$ cat config.mk
export PLATFORM = sky130hd
export DESIGN_NAME = jpeg_marker_segment_scanner
export DESIGN_NICKNAME = d
export VERILOG_FILES = /design/src/jmss_pkg.sv /design/src/jpeg_marker_segment_scanner.sv
export VERILOG_INCLUDE_DIRS = /design/src /design/src/src
export SDC_FILE = /design/constraint.sdc
export NUM_CORES = 1
export LEC_CHECK = 0
export BUFFER_PORTS_ARGS = -buffer_cell sky130_fd_sc_hd__buf_2
export CAP_MARGIN = 10
export CORE_MARGIN = 1
export CORE_UTILIZATION = 48
export CTS_CLUSTER_DIAMETER = 120
export DETAILED_ROUTE_END_ITERATION = 16
export PLACE_DENSITY = 0.66
export SLEW_MARGIN = 10
export SYNTH_ARGS = -nofsm -noshare
export SYNTH_HDL_FRONTEND = slang
export SYNTH_SLANG_ARGS = --single-unit
export TNS_END_PERCENT = 30
$ cat constraint.sdc
create_clock -name clk_i -period 9.2 [get_ports clk_i]
set_input_delay 0.46 -clock clk_i [delete_from_list [all_inputs] [get_ports clk_i]]
set_output_delay 0.46 -clock clk_i [all_outputs]
set_load 0.01 [all_outputs]
$ cat src/assert_macros.svh
// ----------------------------------------------------------------------------
// Assertion macros
// Shared concurrent assertion forms for the RTL of this project.
// ----------------------------------------------------------------------------
`ifndef ASSERT_MACROS_SVH
`define ASSERT_MACROS_SVH

// The consequent must hold in the same cycle as the antecedent.
`define ASSERT_SAME(lbl, clk, rstn, ante, cons) \
  lbl: assert property (@(posedge clk) disable iff (!rstn) (ante) |-> (cons)) \
    else $error("%m: assertion failed");

// The consequent must hold in the cycle after the antecedent.
`define ASSERT_NEXT(lbl, clk, rstn, ante, cons) \
  lbl: assert property (@(posedge clk) disable iff (!rstn) (ante) |=> (cons)) \
    else $error("%m: assertion failed");

`endif

$ cat src/jmss_pkg.sv
// ----------------------------------------------------------------------------
// JPEG marker segment scanner package
// Scan phase codes, stop reasons, result kinds, marker byte values and the start position.
// ----------------------------------------------------------------------------
`default_nettype none

package jmss_pkg;

  localparam logic [2:0] PH_SOI0   = 3'd0;
  localparam logic [2:0] PH_SOI1   = 3'd1;
  localparam logic [2:0] PH_PREFIX = 3'd2;
  localparam logic [2:0] PH_MARKER = 3'd3;
  localparam logic [2:0] PH_LENHI  = 3'd4;
  localparam logic [2:0] PH_LENLO  = 3'd5;

  localparam logic [2:0] RSN_NO_SOI      = 3'd0;
  localparam logic [2:0] RSN_BAD_PREFIX  = 3'd1;
  localparam logic [2:0] RSN_SOS         = 3'd2;
  localparam logic [2:0] RSN_HDR_PAST    = 3'd3;
  localparam logic [2:0] RSN_LIMIT       = 3'd4;
  localparam logic [2:0] RSN_SHORT_LEN   = 3'd5;
  localparam logic [2:0] RSN_DATA_ENDED  = 3'd6;

  localparam logic KIND_APP1 = 1'b0;
  localparam logic KIND_STOP = 1'b1;

  localparam logic [7:0] MRK_FILL = 8'hFF;
  localparam logic [7:0] MRK_SOI  = 8'hD8;
  localparam logic [7:0] MRK_SOS  = 8'hDA;
  localparam logic [7:0] MRK_APP1 = 8'hE1;

  localparam logic [31:0] START_NEXT_POS = 32'd2;

endpackage

`default_nettype wire

$ cat src/jpeg_marker_segment_scanner.sv
// ----------------------------------------------------------------------------
// JPEG marker segment scanner
// Walks the marker segments of a JPEG byte stream, reports APP1 segments and the stop reason.
// ----------------------------------------------------------------------------
// The input channel takes one file byte per request together with a flag that
// marks the final byte of the file. The output channel carries either an APP1
// result (payload offset and length) or one stop result with its reason.
// The file length register is written through cfg_wr_en_i and cfg_wr_data_i;
// the user must do so only while the block is idle; the block does not enforce it.
// Every byte is handled in the cycle it is accepted, and its result, if any,
// is presented from the output register in the next cycle. One byte can be
// accepted in every cycle; the single output register sets that figure, so
// input is stalled only while a result sits there and the receiver stalls.
// After reset the scan expects the first byte of a file and the output is
// empty. After a byte flagged as final, the scan state returns to that same
// starting point while the file length is kept.
`default_nettype none

`include "assert_macros.svh"

module jpeg_marker_segment_scanner (
  input  wire logic        clk_i,
  input  wire logic        rst_ni,
  input  wire logic        cfg_wr_en_i,
  input  wire logic [31:0] cfg_wr_data_i,
  input  wire logic        in_valid_i,
  output logic             in_stall_o,
  input  wire logic [7:0]  data_byte_i,
  input  wire logic        last_byte_i,
  output logic             out_valid_o,
  input  wire logic        out_stall_i,
  output logic             result_kind_o,
  output logic [31:0]      payload_offset_o,
  output logic [15:0]      payload_length_o,
  output logic [2:0]       stop_reason_o
);
  import jmss_pkg::*;

  logic [31:0] file_length_q;
  logic [31:0] pos_q, pos_d;
  logic [2:0]  phase_q, phase_d;
  logic [7:0]  marker_q, marker_d;
  logic [7:0]  len_hi_q, len_hi_d;
  logic [31:0] next_pos_q, next_pos_d;
  logic        stopped_q, stopped_d;

  logic        out_valid_q;
  logic        kind_q;
  logic [31:0] offset_q;
  logic [15:0] length_q;
  logic [2:0]  reason_q;

  logic        res_vld;
  logic        res_kind;
  logic [31:0] res_off;
  logic [15:0] res_len;
  logic [2:0]  res_rsn;

  logic [31:0] lim;
  logic [32:0] pos_p3;
  logic [15:0] seg;
  logic [32:0] seg_end;
  logic        out_free;
  logic        accept;

  assign out_free   = !out_valid_q || !out_stall_i;
  assign in_stall_o = !out_free;
  assign accept     = in_valid_i && out_free;

  always_comb begin
    lim     = (file_length_q >= 32'd2) ? (file_length_q - 32'd2) : 32'd0;
    pos_p3  = {1'b0, pos_q} + 33'd3;
    seg     = {len_hi_q, data_byte_i};
    seg_end = {1'b0, pos_q} + {17'd0, seg} - 33'd1;

    pos_d      = pos_q + 32'd1;
    phase_d    = phase_q;
    marker_d   = marker_q;
    len_hi_d   = len_hi_q;
    next_pos_d = next_pos_q;
    stopped_d  = stopped_q;

    res_vld  = 1'b0;
    res_kind = KIND_STOP;
    res_off  = 32'd0;
    res_len  = 16'd0;
    res_rsn  = RSN_NO_SOI;

    if (!stopped_q) begin
      unique case (phase_q)
        PH_SOI0: begin
          if (file_length_q < 32'd2 || data_byte_i != MRK_FILL) begin
            res_vld   = 1'b1;
            res_rsn   = RSN_NO_SOI;
            stopped_d = 1'b1;
          end else begin
            phase_d = PH_SOI1;
          end
        end
        PH_SOI1: begin
          if (data_byte_i != MRK_SOI) begin
            res_vld   = 1'b1;
            res_rsn   = RSN_NO_SOI;
            stopped_d = 1'b1;
          end else begin
            phase_d    = PH_PREFIX;
            next_pos_d = START_NEXT_POS;
          end
        end
        PH_PREFIX: begin
          if (pos_q == next_pos_q) begin
            if (pos_q >= lim) begin
              res_vld   = 1'b1;
              res_rsn   = RSN_LIMIT;
              stopped_d = 1'b1;
            end else if (data_byte_i != MRK_FILL) begin
              res_vld   = 1'b1;
              res_rsn   = RSN_BAD_PREFIX;
              stopped_d = 1'b1;
            end else begin
              phase_d = PH_MARKER;
            end
          end
        end
        PH_MARKER: begin
          if (data_byte_i == MRK_FILL) begin
            if (pos_q >= lim) begin
              res_vld   = 1'b1;
              res_rsn   = RSN_LIMIT;
              stopped_d = 1'b1;
            end
          end else if (data_byte_i == MRK_SOS) begin
            res_vld   = 1'b1;
            res_rsn   = RSN_SOS;
            stopped_d = 1'b1;
          end else if (pos_p3 >= {1'b0, lim}) begin
            res_vld   = 1'b1;
            res_rsn   = RSN_HDR_PAST;
            stopped_d = 1'b1;
          end else begin
            marker_d = data_byte_i;
            phase_d  = PH_LENHI;
          end
        end
        PH_LENHI: begin
          len_hi_d = data_byte_i;
          phase_d  = PH_LENLO;
        end
        default: begin
          if (seg < 16'd2) begin
            res_vld   = 1'b1;
            res_rsn   = RSN_SHORT_LEN;
            stopped_d = 1'b1;
          end else begin
            if (marker_q == MRK_APP1 && seg_end <= {1'b0, lim}) begin
              res_vld  = 1'b1;
              res_kind = KIND_APP1;
              res_off  = pos_q + 32'd1;
              res_len  = seg - 16'd2;
              res_rsn  = RSN_NO_SOI;
            end
            next_pos_d = seg_end[32] ? 32'hFFFF_FFFF : seg_end[31:0];
            phase_d    = PH_PREFIX;
          end
        end
      endcase
    end

    if (last_byte_i) begin
      if (!stopped_d) begin
        res_vld  = 1'b1;
        res_kind = KIND_STOP;
        res_off  = 32'd0;
        res_len  = 16'd0;
        res_rsn  = (phase_d == PH_PREFIX && next_pos_d >= lim) ? RSN_LIMIT
                                                                : RSN_DATA_ENDED;
      end
      pos_d      = 32'd0;
      phase_d    = PH_SOI0;
      marker_d   = 8'd0;
      len_hi_d   = 8'd0;
      next_pos_d = START_NEXT_POS;
      stopped_d  = 1'b0;
    end
  end

  always_ff @(posedge clk_i or negedge rst_ni) begin
    if (!rst_ni) begin
      file_length_q <= 32'd0;
      pos_q         <= 32'd0;
      phase_q       <= PH_SOI0;
      marker_q      <= 8'd0;
      len_hi_q      <= 8'd0;
      next_pos_q    <= START_NEXT_POS;
      stopped_q     <= 1'b0;
      out_valid_q   <= 1'b0;
    end else begin
      if (cfg_wr_en_i) begin
        file_length_q <= cfg_wr_data_i;
      end
      if (accept) begin
        pos_q      <= pos_d;
        phase_q    <= phase_d;
        marker_q   <= marker_d;
        len_hi_q   <= len_hi_d;
        next_pos_q <= next_pos_d;
        stopped_q  <= stopped_d;
      end
      if (out_free) begin
        out_valid_q <= accept && res_vld;
      end
    end
  end

  always_ff @(posedge clk_i) begin
    if (accept && res_vld) begin
      kind_q   <= res_kind;
      offset_q <= res_off;
      length_q <= res_len;
      reason_q <= res_rsn;
    end
  end

  assign out_valid_o      = out_valid_q;
  assign result_kind_o    = kind_q;
  assign payload_offset_o = offset_q;
  assign payload_length_o = length_q;
  assign stop_reason_o    = reason_q;

  `ASSERT_SAME(a_stop_has_no_payload, clk_i, rst_ni,
               out_valid_o && result_kind_o == KIND_STOP,
               payload_offset_o == 32'd0 && payload_length_o == 16'd0)

  `ASSERT_SAME(a_app1_has_no_reason, clk_i, rst_ni,
               out_valid_o && result_kind_o == KIND_APP1,
               stop_reason_o == RSN_NO_SOI)

  `ASSERT_NEXT(a_rearm_after_last, clk_i, rst_ni,
               accept && last_byte_i,
               pos_q == 32'd0 && phase_q == PH_SOI0 && !stopped_q)

  `ASSERT_NEXT(a_stop_is_sticky, clk_i, rst_ni,
               stopped_q && !(accept && last_byte_i),
               stopped_q)

endmodule

`default_nettype wire
==> results.cfg, run 1 <==
[status]
run_status = finished, final reports clean

[grt]
grt_pass1_vias = 12960
grt_antenna_before_repair = 0
grt_use_total = 0.3132
gr-total-overflow = 0
grt_max_degree = 62
grt_pass1_wl_mm = 74.95

[synthesis]
postSynthAreaPerCell_um2 = 8.536
syn_nets = 2000
synth_edf_count = 52
ys_seq_area_frac = 0.2991
ys_warn_count = 0
ys_ff_latch = 169
yosys_most_used_dff = dfrtp_1
synth-async-reset-ratio = 0.6923
synth_area_um2 = 15010
synthDistinctLibCells = 78
post_synth_inst_count = 1759

[timing]
worst_pin_slew_ns = 1.006
fmax_mhz = 145.9
rsz0062_at_grt = no
max_slew_margin = 0.3208
drv_slew = 0
finalCriticalPeriod_ns = 6.854
setup_viol_count_final = 0
min_period_over_period = 0.7450
timing.hold.ws_ns = 0.1083
skew_ns = 0.01338
layout_setup_ws_ns = 2.346
hold_viol = 0
fin_tns_setup_ns = 0

[route]
drtIter0Drc = 1549
antenna_left = 0
routedWlPerCell_um = 21.95
post-route-drc-count = 0
wirelength_mm = 48.93
vias = 13650
via_per_inst = 6.123
dr.pass1.iters = 6

[power_and_ir_drop]
peakVddDrop_mv = 0.1986
p_int_mw = 2.459
clockPowerShare = 0.161
p_leak_nw = 7.481
power_switching_mw = 2.404
pwr-share-seq = 0.241
pwr-share-comb = 0.598
power_mw = 4.863
p_sw_frac = 0.4943
p_per_area_nw_per_um2 = 295.8

[job]
drv_cap = 0

[worst_setup_path]
max_stage_delay_ns = 0.92
crit_type = reg -> reg
cp_data_arrival_time_ns = 7.13
worst_setup_path_end_kind = register
required_ns = 9.47
path_buf_inv = 3
path_max_fanout = 49
cp_top_family = compound AO/OA/AOI/OAI gates
slowest_stage = o41ai_1
crit_chain = clkinv_1 -> ha_1 -> inv_1 -> ha_1 -> inv_1 -> o22ai_1 -> o21ai_0 -> and3_1 -> o41ai_1 -> a31oi_1 -> xnor2_1 -> ha_1 -> nand2_1 -> nor2_1 -> a2111oi_0 -> nor2_1 -> nor3_1 -> a31oi_1 -> nor4_4 -> nand3_2 -> nor2_1
crit_path_start_kind = register

[placement]
postPlaceCellArea_um2 = 15820
gp_congestion = 0.9923
portBuffers = 99
dp_cells = 2197
dp_hpwl_mm = 37.53
pre_cts_slack_ns = 2.536

[die]
die_h_um = 178.9
ios = 100
dieArea_um2 = 31990
placementRows = 64
die_w_um = 178.9
start_util = 0.4896
coreArea_um2 = 30670

[layout]
final_nets = 2061
final_cells = 2229
area_delta_synth_final_pct = 9.475
utilization = 0.5359
final_layout_size_suffix_gt1_frac = 0.1195
fillCellCount = 2856
mostFrequentLayoutCell = nand2_1
antennaDiodeCount = 0
postLayoutCellArea_um2 = 16440
mostFrequentLayoutCells = 197 x nand2_1, 194 x ha_1, 177 x nor2_1

[cts]
cts_max_level = 4
cts.sink_count = 169
root_buffer = clkbuf_16
clockBufferDepth = 2
post_cts_resized = 0
cts_tree = yes
cts_hold_buffers = 0
insertion_delay_ns = 0.46
cts_setup_buffers = 0
clk_pin_slew_ns = 0.07
cts_made_buffers = 17

[worst_hold_path]
hold_path.class = in -> async
[cells in the mapped netlist (all sizes together), types with 15 or more instances]
cell / n / area share
mux2: 46 / 0.035
nand3: 50 / 0.017
xor2: 56 / 0.033
dfrtp: 116 / 0.19
a21oi: 91 / 0.031
xnor2: 94 / 0.055
o21ai: 115 / 0.039
nand4: 40 / 0.017
nand2: 198 / 0.049
buf: 23 / 0.0079
inv: 101 / 0.025
clkbuf: 48 / 0.012
ha: 194 / 0.16
o31ai: 27 / 0.014
nor4: 28 / 0.015
or3: 15 / 0.0063
nor3: 49 / 0.017
edfxtp: 52 / 0.10
nor2: 179 / 0.045
and3: 18 / 0.0075
o22ai: 18 / 0.0075
a21o: 31 / 0.015
[kinds of logic (layout without fill, tap and decap cells)]
family / Yosys count / after routing / share of synthesized area
AO/OA/AOI/OAI: 383 / 383 / 0.1628
XOR/XNOR: 150 / 150 / 0.08750
adder cells (fa/ha/maj): 195 / 195 / 0.1630
buffers and inverters: 173 / 247 / 0.04542
flip-flops: 169 / 169 / 0.2991
multiplexers: 56 / 56 / 0.04117
AND/OR/NAND/NOR: 633 / 633 / 0.2011
[registers in the layout (all words and copies together), names as in the netlist]
name	cells
len_hi_q	8
result_kind_o	1
payload_length_o	16
next_pos_q	32
stop_reason_o	3
stopped_q	1
file_length_q	32
payload_offset_o	32
pos_q	32
out_valid_o	1
phase_q	3
marker_q	8
[worst paths after layout]
| path | to | slack (ns) | startpoint | cells after the start |
|---|---|---|---|---|
| min in group clk_i | file_length_q[2]$_DFFE_PN0P_ | 0.22 | cfg_wr_data_i[2] | 3 |
| worst min register to register | marker_q[4]$_DFFE_PN0P_ | 0.50 | marker_q[4]$_DFFE_PN0P_ | 1 |
| max in group asynchronous | next_pos_q[27]$_DFFE_PN0P_ | 7.72 | rst_ni | 2 |
| worst max register to register | payload_offset_o[12]$_DFFE_PP_ | 2.35 | pos_q[6]$_DFFE_PN0P_ | 21 |
| worst min-delay path | next_pos_q[9]$_DFFE_PN0P_ | 0.11 | rst_ni | 1 |
| worst max-delay path | payload_offset_o[12]$_DFFE_PP_ | 2.35 | pos_q[6]$_DFFE_PN0P_ | 21 |
[metal layers]
layer,GRT usage,vias up,part of all wire
li1,-,6448,-
met1,0.4051,6550,0.43
met4,0.1310,0,0.038
met3,0.04877,108,0.059
met5,0,-,0
met2,0.5174,542,0.47
[layout make-up]
cell class | instances | area [µm²] | share of cell area
Clock inverter | 11 | 161.4 | 0.009820
Tap cell | 396 | 495.5 | 0.03014
Inverter | 102 | 382.9 | 0.02329
Multi-Input combinational cell | 1417 | 9853 | 0.5995
Sequential cell | 169 | 4491 | 0.2732
Timing Repair Buffer | 113 | 603.1 | 0.03669
Clock buffer | 21 | 450.4 | 0.02740
[power groups by stage]
stage	registers, mW	logic (mW)	clock network, mW
2_1_floorplan	1.11	2.05	0
3_3_place_gp	1.17	2.83	0
3_5_place_dp	1.18	2.84	0
4_1_cts	1.17	2.86	0.794
5_1_grt	1.19	3.19	0.817
6_report	1.17	2.91	0.783
No activity file was read; power rests on OpenSTA's default activity.
==> run 2, diff against run 1 <==
ABC_AREA = 1   (was not set)
PLACE_DENSITY = 0.65   (was 0.66)
clock period = 7.1 ns   (was 9.2 ns; I/O delays follow)
==> run 2 against run 1 <==
Combinational power rose by 7.2%. Hold slack got worse by 0.092 ns. Sequential power rose by 25%. Fmax rose by 11%. Largest cell class unchanged. Sequential cell count did not move. Critical path type unchanged. Clock-buffer cell count fell by 3. Clock skew rose by 0.0022 ns.
==> results.cfg, run 2 <==
[worst_setup_path]
worst_setup_path_end_kind = register
crit_path_start_kind = register
required_ns = 7.27
slowest_stage = buf_4
cp_top_family = simple AND/OR/NAND/NOR gates
max_stage_delay_ns = 0.66
cp_data_arrival_time_ns = 6.35
cpMostUsedCell = nor2_1
crit_type = reg -> reg
path_max_fanout = 48
path_buf_inv = 7

[layout]
utilization = 0.5342
final_nets = 2518
mostFrequentLayoutCells = 474 x nand2_1, 294 x inv_1, 224 x nor2_1
mostFrequentLayoutCell = nand2_1
antennaDiodeCount = 0
postLayoutCellArea_um2 = 17380
final_layout_size_suffix_gt1_frac = 0.09782
area_delta_synth_final_pct = 9.671

[synthesis]
post_synth_inst_count = 2193
synthDistinctLibCells = 58
synth_area_leaders = dfrtp_1 18%, ha_1 15%, nand2_1 11%
ys_ff_latch = 169
synthTopCellsByCount = 475 x nand2_1, 296 x inv_1, 226 x nor2_1, 194 x ha_1, 161 x a21oi_1
syn_nets = 2434
synth-async-reset-ratio = 0.6923
synth_area_um2 = 15850
postSynthAreaPerCell_um2 = 7.226
yosys_most_used_dff = dfrtp_1
ys_warn_count = 0
synth_edf_count = 52
yosysMostFrequentCell = nand2_1
synth_top_cell_by_area = dfrtp_1
synth_top_area_share = 0.1832
ys_seq_area_frac = 0.2834

[worst_hold_path]
hold_path.class = in -> async

[grt]
grt_use_total = 0.3179
grt_max_degree = 63
grt_pass1_vias = 14470
grt_pass1_wl_mm = 81.13
grt_antenna_before_repair = 0
gr-total-overflow = 0

[route]
dr.pass1.iters = 5
via_per_inst = 5.605
antenna_left = 0
post-route-drc-count = 0
routedWlPerCell_um = 18.97
wirelength_mm = 51.83
vias = 15310
drtIter0Drc = 1261

[timing]
drv_slew = 0
min_period_over_period = 0.8700
hold_viol = 0
fmax_mhz = 161.9
worst_pin_slew_ns = 0.9734
rsz0062_at_grt = no
finalCriticalPeriod_ns = 6.177
layout_setup_ws_ns = 0.9231
max_slew_margin = 0.3504
fin_tns_setup_ns = 0
timing.hold.ws_ns = 0.01656
skew_ns = 0.01554
setup_viol_count_final = 0

[power_and_ir_drop]
p_per_area_nw_per_um2 = 320.1
peakVddDrop_mv = 0.1942
p_leak_nw = 8.771

[placement]
gp_congestion = 1.118
pre_cts_slack_ns = 1.013
dp_hpwl_mm = 41.54
portBuffers = 99
postPlaceCellArea_um2 = 16790

[die]
start_util = 0.4871
placementRows = 66
coreArea_um2 = 32540
die_w_um = 183.7
die_h_um = 183.7
ios = 100
dieArea_um2 = 33750

[cts]
cts_setup_buffers = 0
cts_made_buffers = 17
clockBufferDepth = 2
cts_tree = yes
insertion_delay_ns = 0.46
root_buffer = clkbuf_16
cts.sink_count = 169
cts_hold_buffers = 0
cts_max_level = 4
clk_pin_slew_ns = 0.07
post_cts_resized = 0

[status]
run_status = finished, final reports clean

[job]
drv_cap = 0
-- run 2: layout make-up --
cell class,instances,area (µm²)
Multi-Input combinational cell,1662,9937
Sequential cell,169,4491
Inverter,306,1149
Fill cell,3272,15160
Tap cell,442,553.0
Clock inverter,14,158.9
Timing Repair Buffer,121,663.1
Clock buffer,18,429.2
-- run 2: worst register-to-register path, delay by kind of cell (launching register included) --
kind,cells,cell delay [ns]
AO/OA/AOI/OAI,7,1.12
adder cells (fa/ha/maj),2,0.63
buffers and inverters,7,1.19
flip-flops,1,0.38
AND/OR/NAND/NOR,16,2.58
-- run 2: power breakdown --
group / switching, mW / internal, mW / total [mW] / leakage (nW)
sequential: 0.195 / 1.26 / 1.46 / 2.03
combinational: 2.06 / 1.06 / 3.12 / 6.46
clock: 0.456 / 0.528 / 0.984 / 0.285
-- run 2: final timing paths --
check,startpoint,endpoint,slack (ns),depth (start not counted)
worst max-delay path,file_length_q[1]$_DFFE_PN0P_,payload_length_o[8]$_DFFE_PP_,0.92,32
worst min-delay path,rst_ni,next_pos_q[27]$_DFFE_PN0P_,0.02,1
worst max register to register,file_length_q[1]$_DFFE_PN0P_,payload_length_o[8]$_DFFE_PP_,0.92,32
worst min register to register,marker_q[2]$_DFFE_PN0P_,marker_q[2]$_DFFE_PN0P_,0.51,1
max in group asynchronous,rst_ni,next_pos_q[2]$_DFFE_PN0P_,5.68,2
min in group clk_i,cfg_wr_data_i[4],file_length_q[4]$_DFFE_PN0P_,0.10,3
-- run 2: routing by layer --
layer	part of all wire	vias up	global-route usage
li1	-	7439	-
met1	0.47	7240	0.4574
met2	0.44	549	0.4905
met3	0.063	84	0.03387
met4	0.031	0	0.1150
met5	0	-	0
-- run 2: through the flow --
| step | power [mW] | std cells |
|---|---|---|
| 2_1_floorplan | 3.545 | 2193 |
| 3_3_place_gp | 4.467 | 2700 |
| 3_5_place_dp | 4.531 | 2700 |
| 4_1_cts | 5.527 | 2732 |
| 5_1_grt | 6.009 | 2732 |
| 6_report | 5.564 | 2732 |
-- run 2: cells by family after synthesis --
family,synth area share
multiplexers,0.004263
flip-flops,0.2834
XOR/XNOR,0.05692
AO/OA/AOI/OAI,0.1343
adder cells (fa/ha/maj),0.1544
buffers and inverters,0.09008
AND/OR/NAND/NOR,0.2766
==> run 3, diff against run 2 <==
CTS_BUF_LIST = sky130_fd_sc_hd__clkbuf_8 sky130_fd_sc_hd__clkbuf_16   (was not set)
==> run 3 against run 2 <==
Wire length about the same. Non-clock buffer count unchanged. Largest power group unchanged. Cell area unchanged. Register-to-register slack about the same. Sequential share of layout area unchanged. Hold slack lost 0.0010 ns. Critical endpoint unchanged. Global-route usage unchanged. Clock skew barely moved. Die area stayed put. Sequential cell count is the same. Final cell count is the same. Critical path type unchanged.
==> results.cfg, run 3 (synthesis gave the netlist of run 2 again) <==
[status]
run_status = finished, final reports clean

[timing]
fin_tns_setup_ns = 0
setup_viol_count_final = 0
timing.hold.ws_ns = 0.01552
skew_ns = 0.01566
rsz0062_at_grt = no
finalCriticalPeriod_ns = 6.175
max_slew_margin = 0.3523
hold_viol = 0
drv_slew = 0
worst_pin_slew_ns = 0.9705
layout_setup_ws_ns = 0.9248
min_period_over_period = 0.8698
fmax_mhz = 161.9

[die]
dieArea_um2 = 33750
start_util = 0.4871
die_w_um = 183.7
placementRows = 66
ios = 100
coreArea_um2 = 32540
die_h_um = 183.7

[cts]
cts_made_buffers = 17
cts_hold_buffers = 0
cts_max_level = 4
cts_setup_buffers = 0
clk_pin_slew_ns = 0.07
root_buffer = clkbuf_16
cts.sink_count = 169
clockBufferDepth = 2
post_cts_resized = 0
insertion_delay_ns = 0.46
cts_tree = yes

[route]
post-route-drc-count = 0
vias = 15290
routedWlPerCell_um = 18.96
drtIter0Drc = 1261
dr.pass1.iters = 5
antenna_left = 0
via_per_inst = 5.597
wirelength_mm = 51.81

[worst_setup_path]
crit_type = reg -> reg
r2r_cells = 32
max_stage_delay_ns = 0.66
path_max_fanout = 48
cpMostUsedCell = nor2_1
worst_setup_path_end_kind = register
slowest_stage = buf_4
r2r_end = payload_length_o[8]$_DFFE_PP_
rr_startpoint = file_length_q[1]$_DFFE_PN0P_
crit_path_start_kind = register
cp_data_arrival_time_ns = 6.35
required_ns = 7.27
rrSetupSlack_ns = 0.92

[grt]
grt_pass1_wl_mm = 81.13
grt_use_met3 = 0.03387
use_met2 = 0.4905
grt_max_degree = 63
grt_antenna_before_repair = 0
grt-busiest-layer = met2
grt_use_total = 0.3179
gr-total-overflow = 0
grt_pass1_vias = 14470
grt_use_met1 = 0.4574

[placement]
portBuffers = 99
postPlaceCellArea_um2 = 16790
pre_cts_slack_ns = 1.013
gp_congestion = 1.118
dp_hpwl_mm = 41.54

[layout]
area_delta_synth_final_pct = 9.671
final_nets = 2518
final_layout_size_suffix_gt1_frac = 0.09782
antennaDiodeCount = 0
mostFrequentLayoutCell = nand2_1
postLayoutCellArea_um2 = 17380
mostFrequentLayoutCells = 474 x nand2_1, 295 x inv_1, 224 x nor2_1
fillCellCount = 3272

[job]
drv_cap = 0

[power_and_ir_drop]
peakVddDrop_mv = 0.1943
p_per_area_nw_per_um2 = 320.0
p_leak_nw = 8.775

[worst_hold_path]
hold_path.class = in -> async
run 3: cell types whose count changed in the layout (fill, tap and decap cells not counted):
cell / before / now
clkbuf_1: 1 / 0
inv_1: 294 / 295
run 3: layout make-up:
type / count / area (µm²) / share of cell area
multi-input combinational: 1662 / 9937 / 0.5717
sequential: 169 / 4491 / 0.2584
inverter: 306 / 1149 / 0.06609
timing repair buffer: 121 / 663.1 / 0.03815
tap: 442 / 553.0 / 0.03182
clock buffer: 17 / 425.4 / 0.02448
clock inverter: 15 / 162.7 / 0.009359
run 3: power breakdown:
group          leakage (nW)  total [mW]  switching (mW)  internal [mW]
Combinational          6.46        3.12            2.06           1.06
Clock                 0.289       0.983           0.456          0.526
Sequential             2.03        1.46           0.195           1.26
run 3: worst max-delay path, delay by kind of cell, from the launching register on:
kind            cells  cell delay (ns)
simple gates       16             2.55
buf+inv             7             1.18
compound gates      7             1.12
fa+ha+maj           2             0.63
flops               1             0.38
run 3: metal layers:
| layer | part of all wire | wire length (µm) |
|---|---|---|
| met1 | 0.47 | 24280 |
| met2 | 0.44 | 22720 |
| met3 | 0.062 | 3222 |
| met4 | 0.031 | 1586 |
| met5 | 0 | 0 |
run 3: worst max-delay path by stage:
stage	startpoint	end	slack, ns	cells past startpoint
after floorplan	file_length_q[1]$_DFFE_PN0P_	payload_length_o[0]$_DFFE_PP_	1.71	32
after global placement	file_length_q[1]$_DFFE_PN0P_	payload_length_o[3]$_DFFE_PP_	1.15	32
after detailed placement	file_length_q[1]$_DFFE_PN0P_	payload_length_o[9]$_DFFE_PP_	1.01	32
after CTS	file_length_q[1]$_DFFE_PN0P_	payload_length_o[9]$_DFFE_PP_	0.99	32
after global routing	file_length_q[1]$_DFFE_PN0P_	payload_length_o[6]$_DFFE_PP_	0.21	32
final	file_length_q[1]$_DFFE_PN0P_	payload_length_o[8]$_DFFE_PP_	0.92	32
run 3: through the flow:
step                instances  power [mW]    util
floorplan                2193       3.545       -
global placement         2700       4.467  0.5161
detailed placement       2700       4.531  0.5161
CTS                      2732       5.526  0.5342
global route             2732       6.008  0.5342
finish                   2732       5.562  0.5342
